==> src/rtl/core/hbp_pkg.sv <==
// ----------------------------------------------------------------------------
// hbp_pkg: shared types and constants of the Huffman bit packer
// Opcodes, table entry layout and the helper that builds a table entry.
// ----------------------------------------------------------------------------
`default_nettype none

package hbp_pkg;

	localparam int SYMBOL_BITS     = 8;
	localparam int MAX_CODE_LENGTH = 24;
	localparam int CODE_BITS       = 24;
	localparam int LEN_BITS        = 5;
	localparam int WORD_BITS       = 32;
	localparam int FILL_BITS       = 5;
	localparam int TABLE_DEPTH     = 1 << SYMBOL_BITS;

	typedef enum logic [1:0] {
		OP_LOAD   = 2'd0,
		OP_ENCODE = 2'd1,
		OP_FLUSH  = 2'd2,
		OP_NONE   = 2'd3
	} opcode_e_t;

	typedef struct packed {
		logic [CODE_BITS-1:0] code;
		logic [LEN_BITS-1:0]  len;
	} entry_t;

	// Handoff from the input side to the packing stage.
	typedef struct packed {
		logic      valid;
		opcode_e_t op;
	} req_t;

	// Saturates the length and clears code bits below it.
	function automatic entry_t make_entry(input logic [CODE_BITS-1:0] bits,
			input logic [LEN_BITS-1:0] len_in);
		entry_t              e;
		logic [LEN_BITS-1:0] len;
		len = len_in;
		if (len > LEN_BITS'(MAX_CODE_LENGTH)) begin
			len = LEN_BITS'(MAX_CODE_LENGTH);
		end
		e.len  = len;
		e.code = bits & ~({CODE_BITS{1'b1}} >> len);
		return e;
	endfunction

endpackage

`default_nettype wire

==> src/rtl/core/hbp_pack.sv <==
// ----------------------------------------------------------------------------
// hbp_pack: accumulator stage and output register
// Merges each looked-up code into the accumulator and emits full words.
// ----------------------------------------------------------------------------
`default_nettype none

module hbp_pack
	import hbp_pkg::*;
(
	input  wire logic                 clk,
	input  wire logic                 arst_n,
	input  wire req_t                 req,
	input  wire entry_t               entry,
	output logic                      ready,
	output logic                      out_valid,
	input  wire logic                 out_ready,
	output logic [WORD_BITS-1:0]      out_word,
	output logic                      out_flush
);

	logic                   valid_s1;
	opcode_e_t              op_s1;
	logic [WORD_BITS-1:0]   acc_q;
	logic [FILL_BITS-1:0]   fill_q;
	logic                   out_valid_q;
	logic [WORD_BITS-1:0]   out_word_q;
	logic                   out_flush_q;

	logic                   out_hold;
	logic                   fire;
	logic [2*WORD_BITS-1:0] shifted;
	logic [WORD_BITS-1:0]   acc_or;
	logic [FILL_BITS:0]     total;
	logic                   emit;
	logic                   emit_flag;

	assign out_hold = out_valid_q && !out_ready;
	assign fire     = valid_s1 && !out_hold;
	assign ready    = !valid_s1 || !out_hold;

	// Upper half lands under the held bits, lower half is the carry-over.
	assign shifted = {entry.code, {(2*WORD_BITS-CODE_BITS){1'b0}}} >> fill_q;
	assign acc_or  = acc_q | shifted[2*WORD_BITS-1:WORD_BITS];
	assign total   = {1'b0, fill_q} + {1'b0, entry.len};

	always_comb begin
		emit      = 1'b0;
		emit_flag = 1'b0;
		unique case (op_s1)
			OP_ENCODE: emit = total[FILL_BITS];
			OP_FLUSH: begin
				emit      = fill_q != '0;
				emit_flag = 1'b1;
			end
			OP_LOAD, OP_NONE: emit = 1'b0;
			default: emit = 1'b0;
		endcase
	end

	always_ff @(posedge clk or negedge arst_n) begin
		if (!arst_n) begin
			valid_s1    <= 1'b0;
			op_s1       <= OP_NONE;
			acc_q       <= '0;
			fill_q      <= '0;
			out_valid_q <= 1'b0;
		end else begin
			if (req.valid) begin
				valid_s1 <= 1'b1;
				op_s1    <= req.op;
			end else if (fire) begin
				valid_s1 <= 1'b0;
			end

			if (fire && op_s1 == OP_ENCODE) begin
				if (total[FILL_BITS]) begin
					acc_q <= shifted[WORD_BITS-1:0];
				end else begin
					acc_q <= acc_or;
				end
				fill_q <= total[FILL_BITS-1:0];
			end else if (fire && op_s1 == OP_FLUSH) begin
				acc_q  <= '0;
				fill_q <= '0;
			end

			if (fire && emit) begin
				out_valid_q <= 1'b1;
			end else if (out_ready) begin
				out_valid_q <= 1'b0;
			end
		end
	end

	always_ff @(posedge clk) begin
		if (fire && emit) begin
			out_word_q  <= (op_s1 == OP_FLUSH) ? acc_q : acc_or;
			out_flush_q <= emit_flag;
		end
	end

	assign out_valid = out_valid_q;
	assign out_word  = out_word_q;
	assign out_flush = out_flush_q;

endmodule

`default_nettype wire

==> config.mk <==
export PLATFORM = sky130hd
export DESIGN_NAME = hbp_pack
export DESIGN_NICKNAME = d
export VERILOG_FILES = /design/src/rtl/core/hbp_pkg.sv /design/src/rtl/core/hbp_pack.sv
export SDC_FILE = /design/constraint.sdc
export NUM_CORES = 1
export LEC_CHECK = 0
export BUFFER_PORTS_ARGS = -buffer_cell sky130_fd_sc_hd__buf_2
export CORE_MARGIN = 5
export CORE_UTILIZATION = 45
export CTS_BUF_LIST = sky130_fd_sc_hd__clkbuf_16
export CTS_CLUSTER_SIZE = 25
export DETAILED_ROUTE_END_ITERATION = 7
export GPL_ROUTABILITY_DRIVEN = 0
export MAX_ROUTING_LAYER = met4
export PLACE_DENSITY = 0.61
export SYNTH_ARGS = -nofsm -noshare
export SYNTH_HDL_FRONTEND = slang
export SYNTH_SLANG_ARGS = --single-unit
==> constraint.sdc <==
create_clock -name clk -period 6 [get_ports clk]
set_clock_uncertainty 0.1 [all_clocks]
set_input_delay 1.2 -clock clk [delete_from_list [all_inputs] [get_ports clk]]
set_output_delay 1.2 -clock clk [all_outputs]
set_load 0.02 [all_outputs]
==> flow_metrics.env, run 1 <==
export IMPL_holdBufCountCts=0
export IMPL_viasPerCell=6.15
export IMPL_grt_max_degree=44
export IMPL_critPathLaunchType="register"
export IMPL_synth_distinct_cells=61
export IMPL_cts_setup_buffers=0
export IMPL_worstPathMaxFanout=17
export IMPL_grt_pass1_vias=4104
export IMPL_firstDrtPassIters=5
export IMPL_drcViolationCount=0
export IMPL_clock_sinks=74
export IMPL_syn_area_mm2=0.00497
export IMPL_core_area_mm2=0.0108
export IMPL_hp_start="acc_q[0]"
export IMPL_dpl_instance_area_mm2=0.00541
export IMPL_criticalPathCategory="reg2reg"
export IMPL_maxCapViolCount=0
export IMPL_finalCriticalPeriod_ns=3.63
export IMPL_num_antenna_cells=0
export IMPL_worstMarginPinSlew_ns=1.05
export IMPL_syn_to_final_growth_pct=14.1
export IMPL_hp_class="reg2reg"
export IMPL_status="finished clean"
export IMPL_grt_pass1_wl_mm=21.9
export IMPL_antenna_found_initial=0
export IMPL_cp_end_kind="register"
export IMPL_wirelength_mm=13.9
export IMPL_slowest_stage="dfrtp_1"
export IMPL_synth_edf_count=33
export IMPL_drv_slew=0
export IMPL_tritoncts="yes"
export IMPL_io_pins=70
export IMPL_final_setup_viol_count=0
export IMPL_ys_ff_latch=74
export IMPL_post_cts_resized=0
export IMPL_cts_buffers=9
export IMPL_dieArea_mm2=0.0132
export IMPL_hold_viol=0
export IMPL_ant_nets=0
export IMPL_fillers=1002
export IMPL_ys_flop_type="dfrtp_1"
export IMPL_die_y_um=115
export IMPL_yosysMostFrequentCell="nor2_1"
export IMPL_critPathBufInv=2
export IMPL_crit_required_ns=5.98
export IMPL_crit_chain="clkinv_1, buf_4, mux4_2, mux2i_1, nor2_1, a211o_1, o21a_1"
export IMPL_synth_top_area_share=0.200
export IMPL_crit_start="fill_q[1]"
export IMPL_portBuffers=69
export IMPL_wl_per_cell_um=20.9
export IMPL_synthArstFlopShare=0.554
export IMPL_power_density_mw_per_mm2=554
export IMPL_yosys_area_top_type="edfxtp_1"
export IMPL_dp_hpwl_mm=10.3
export IMPL_synth_area_top_cells="edfxtp_1 (20%), dfrtp_1 (20%), mux2i_1 (7.9%)"
export IMPL_slowest_delay_ns=0.77
export IMPL_setup_tns_ns=0
export IMPL_timing_rr_start="fill_q[1]"
export IMPL_period_share=0.604
export IMPL_num_vias=4099
export IMPL_root_buffer="clkbuf_16"
export IMPL_start_util=0.458
export IMPL_fin_area_mm2=0.00567
export IMPL_clkLatencyLatePin_ns=0.33
export IMPL_first_iter_violations=299
export IMPL_fin_nets=562
export IMPL_relSlewSlack=0.293
export IMPL_fp_dieW_um=115
export IMPL_rsz0062_at_grt="no"
export IMPL_ys_seq_area_frac=0.407
export IMPL_syn_avg_cell_area_um2=10.7
export IMPL_peakVddDrop_v=0.000270
export IMPL_cp_arrival_ns=3.61
export IMPL_drive_gt1_frac=0.281
export IMPL_htreeDepth=3
export IMPL_fmax_mhz=276
export IMPL_grtUsageTotal=0.222
export IMPL_critPathTopFamily="buffers and inverters"
export IMPL_syn_num_nets=503
export IMPL_p_leak_nw=2.51
export IMPL_rows=38
export IMPL_synthTopCellsByCount="nor2_1 (42), dfrtp_1 (39), mux2i_1 (39), nand2_1 (34), edfxtp_1 (33)"
export IMPL_clkSlewWorstSetupHoldPaths_ns=0.06
export IMPL_clockBufferDepth=2
export IMPL_yosysWarnings=0
export IMPL_grt_ovfl_total=0
export IMPL_syn_inst=462
## routing by layer
metal,global-route usage,routed length [um]
met1,0.272,5950
met5,-,0
met2,0.354,6580
met3,0.0563,913
met4,0.0829,461
## cell type report
class,count,area [um^2],area share
Clock buffer,9,225,0.0397
Tap cell,140,175,0.0309
Multi-Input combinational cell,346,2760,0.487
Timing Repair Buffer,77,405,0.0715
Clock inverter,7,32.5,0.00574
Sequential cell,74,2020,0.357
Inverter,13,48.8,0.00861
## worst paths after layout
check	end	slack (ns)	cells after the start
worst min-delay path	acc_q[0]	0.39	2
worst max-delay path	out_word[7]	2.37	7
worst max register to register	out_word[7]	2.37	7
worst min register to register	acc_q[0]	0.39	2
min in group asynchronous	acc_q[4]	0.93	1
max in group asynchronous	fill_q[0]	4.20	1
## cell families (layout without fill, tap and decap cells)
logic type      Yosys count  in the layout  synth area share
compound gates          141            141             0.201
xor+xnor                  3              3           0.00529
fa+ha+maj                 6              6            0.0166
buf+inv                  42            106            0.0403
flops                    74             74             0.407
mux                      87             87             0.233
simple gates            109            109            0.0975
## through the flow
stage | hold slack, ns | worst slack (ns) | power, mW | util | cells
after global placement | 0.366 | 2.33 | 2.64 | 0.499 | 650
final | 0.387 | 2.37 | 3.14 | 0.523 | 666
after global routing | 0.421 | 2.14 | 3.35 | 0.523 | 666
after floorplan | 0.344 | 1.45 | 2.21 | - | 462
after CTS | 0.390 | 2.44 | 3.14 | 0.523 | 666
after detailed placement | 0.377 | 2.28 | 2.65 | 0.499 | 650
## registers in the layout, indices dropped and copies added, names as in the netlist
signal     flops
acc_q         32
fill_q         5
op_s1          2
out_flush      1
out_valid      1
out_word      32
valid_s1       1
## worst register-to-register path, delay by kind of cell, from the launching register on
family / cells / cell delay (ns)
compound gates: 2 / 0.40
buf+inv: 2 / 1.19
simple gates: 1 / 0.08
flops: 1 / 0.77
mux: 2 / 0.84
## report_power, final
part / internal (mW) / switching [mW] / total [mW]
logic: 0.740 / 1.01 / 1.75
clock network: 0.272 / 0.195 / 0.466
registers: 0.764 / 0.162 / 0.926
## layout by cell type, fill, tap and decap left out, drive strengths merged, types with 4 or more instances in the layout
cell,instances
buf,77
mux4,18
nor3,6
a21oi,28
o21a,7
ha,5
o21ai,24
nor2,42
nor2b,4
a22oi,5
nand2b,8
a21o,10
dfrtp,39
clkinv,4
edfxtp,33
a221o,4
a211o,4
clkbuf,9
inv,15
nand2,34
nand3,4
a22o,8
mux2i,39
o21bai,10
mux2,30
o221ai,5
a31o,5
(Power assumes the default switching activity.)
==> inputs of run 2 (changes only) <==
--- a/config.mk
+++ b/config.mk
@@ -13,7 +13,7 @@
 export DETAILED_ROUTE_END_ITERATION = 7
 export GPL_ROUTABILITY_DRIVEN = 0
 export MAX_ROUTING_LAYER = met4
-export PLACE_DENSITY = 0.61
+export PLACE_DENSITY = 0.64
 export SYNTH_ARGS = -nofsm -noshare
 export SYNTH_HDL_FRONTEND = slang
 export SYNTH_SLANG_ARGS = --single-unit
==> constraint.sdc (replaced) <==
create_clock -name clk -period 3.1 [get_ports clk]
set_clock_uncertainty 0.1 [all_clocks]
set_input_delay 0.62 -clock clk [delete_from_list [all_inputs] [get_ports clk]]
set_output_delay 0.62 -clock clk [all_outputs]
set_load 0.02 [all_outputs]
==> run 2 against run 1 <==
Net effect: clock power is 120% higher; highest routed layer unchanged; cell area rose by 2.1%; non-clock buffer count up 12; global-route usage is 0.29 points higher; first-iteration DRC count is 29% higher; combinational power grew 100%; final cell count grew 1.8%; die area stayed put; count of clock-buffer cells in the layout did not move; largest power group unchanged.
==> flow_metrics.env, run 2 (same netlist as run 1, synthesis figures left out) <==
export IMPL_root_buffer="clkbuf_16"
export IMPL_relSlewSlack=0.356
export IMPL_dieArea_mm2=0.0132
export IMPL_wl_per_cell_um=20.4
export IMPL_slowest_stage="dfrtp_2"
export IMPL_crit_required_ns=3.09
export IMPL_worstPathMaxFanout=21
export IMPL_pre_cts_ws_ns=0.193
export IMPL_fp_dieW_um=115
export IMPL_viasPerCell=6.09
export IMPL_drive_gt1_frac=0.299
export IMPL_grt_ovfl_total=0
export IMPL_cp_arrival_ns=2.84
export IMPL_io_pins=70
export IMPL_wirelength_mm=13.8
export IMPL_layout_commonest_cell="buf_2"
export IMPL_setup_slack_ns=0.254
export IMPL_hold_viol=0
export IMPL_post_cts_resized=0
export IMPL_first_iter_violations=387
export IMPL_drv_slew=0
export IMPL_clock_sinks=74
export IMPL_seqCellArea_mm2=0.00202
export IMPL_grt_pass1_wl_mm=22.3
export IMPL_start_util=0.458
export IMPL_final_setup_viol_count=0
export IMPL_multi_input_area_mm2=0.00276
export IMPL_clkLatencyLatePin_ns=0.33
export IMPL_status="finished clean"
export IMPL_syn_to_final_growth_pct=16.6
export IMPL_core_area_mm2=0.0108
export IMPL_tritoncts="yes"
export IMPL_holdBufCountCts=0
export IMPL_grtUsageTotal=0.225
export IMPL_fin_nets=574
export IMPL_clkSlewWorstSetupHoldPaths_ns=0.06
export IMPL_rows=38
export IMPL_grt_max_degree=42
export IMPL_period_share=0.918
export IMPL_portBuffers=69
export IMPL_peakVddDrop_v=0.000462
export IMPL_power_density_mw_per_mm2=1090
export IMPL_antenna_found_initial=0
export IMPL_clockBufferDepth=2
export IMPL_ant_nets=0
export IMPL_worstMarginPinSlew_ns=0.966
export IMPL_critPathLaunchType="register"
export IMPL_die_y_um=115
export IMPL_cts_buffers=9
export IMPL_cp_end_kind="register"
export IMPL_firstDrtPassIters=5
export IMPL_cts_setup_buffers=0
export IMPL_dp_hpwl_mm=10.2
export IMPL_rsz0062_at_grt="no"
export IMPL_fmax_mhz=351
export IMPL_drcViolationCount=0
export IMPL_htreeDepth=3
export IMPL_num_vias=4130
export IMPL_crit_chain="buf_4, mux2i_1, nor2_1, mux2_2, o21ai_0, o21a_1, nor2_1"
export IMPL_grt_pass1_vias=4173
export IMPL_finalCriticalPeriod_ns=2.85
export IMPL_criticalPathCategory="reg2reg"
export IMPL_num_antenna_cells=0
export IMPL_p_leak_nw=2.58
export IMPL_slowest_delay_ns=0.65
export IMPL_critPathMostFrequentCell="nor2_1"
export IMPL_setup_tns_ns=0
export IMPL_hp_class="in2async"
export IMPL_fillers=965
export IMPL_maxCapViolCount=0
export IMPL_layout_common_cells="buf_2 (69), nor2_1 (42), mux2i_1 (39), dfrtp_1 (38), nand2_1 (34)"
## run 2: report_power, final
group	total, mW	internal (mW)	switching (mW)
clock	1.01	0.614	0.399
combinational	3.58	1.52	2.06
sequential	1.69	1.48	0.208
## run 2: stage by stage
step	hold slack [ns]	total power [mW]	instance area (um^2)	std cells	utilization
3_5_place_dp	0.368	5.22	5500	662	0.507
2_1_floorplan	0.224	4.29	4980	462	-
5_1_grt	0.408	6.68	5790	678	0.534
3_3_place_gp	0.365	5.18	5500	662	0.507
4_1_cts	0.380	6.27	5790	678	0.534
6_report	0.340	6.28	5790	678	0.534
## run 2: path summary, 6_finish.rpt
path | cells after the start | to | slack [ns] | startpoint
worst max register to register | 7 | out_word[6] | 0.25 | fill_q[0]
max in group asynchronous | 1 | fill_q[0] | 1.90 | arst_n
worst min register to register | 2 | acc_q[17] | 0.38 | acc_q[17]
min in group clk | 2 | acc_q[17] | 0.38 | acc_q[17]
worst min-delay path | 1 | acc_q[6] | 0.34 | arst_n
worst max-delay path | 7 | out_word[6] | 0.25 | fill_q[0]
## run 2: layout make-up
| class | count | share of cell area |
|---|---|---|
| well taps | 140 | 0.0303 |
| inverters | 13 | 0.00843 |
| clock buffers | 9 | 0.0389 |
| flip-flops and latches | 74 | 0.349 |
| repair buffers | 89 | 0.0856 |
| multi-input cells | 346 | 0.477 |
| clock inverters | 7 | 0.0108 |
## run 2: worst max-delay path, delay by kind of cell (launching register included)
kind | cells | cell delay, ns
compound gates | 2 | 0.70
flops | 1 | 0.65
mux | 2 | 0.64
buf+inv | 1 | 0.27
simple gates | 2 | 0.23
## run 2: metal layers
layer	global-route usage	share of wire
met5	-	0
met4	0.0665	0.023
met3	0.0489	0.069
met2	0.368	0.49
met1	0.280	0.42
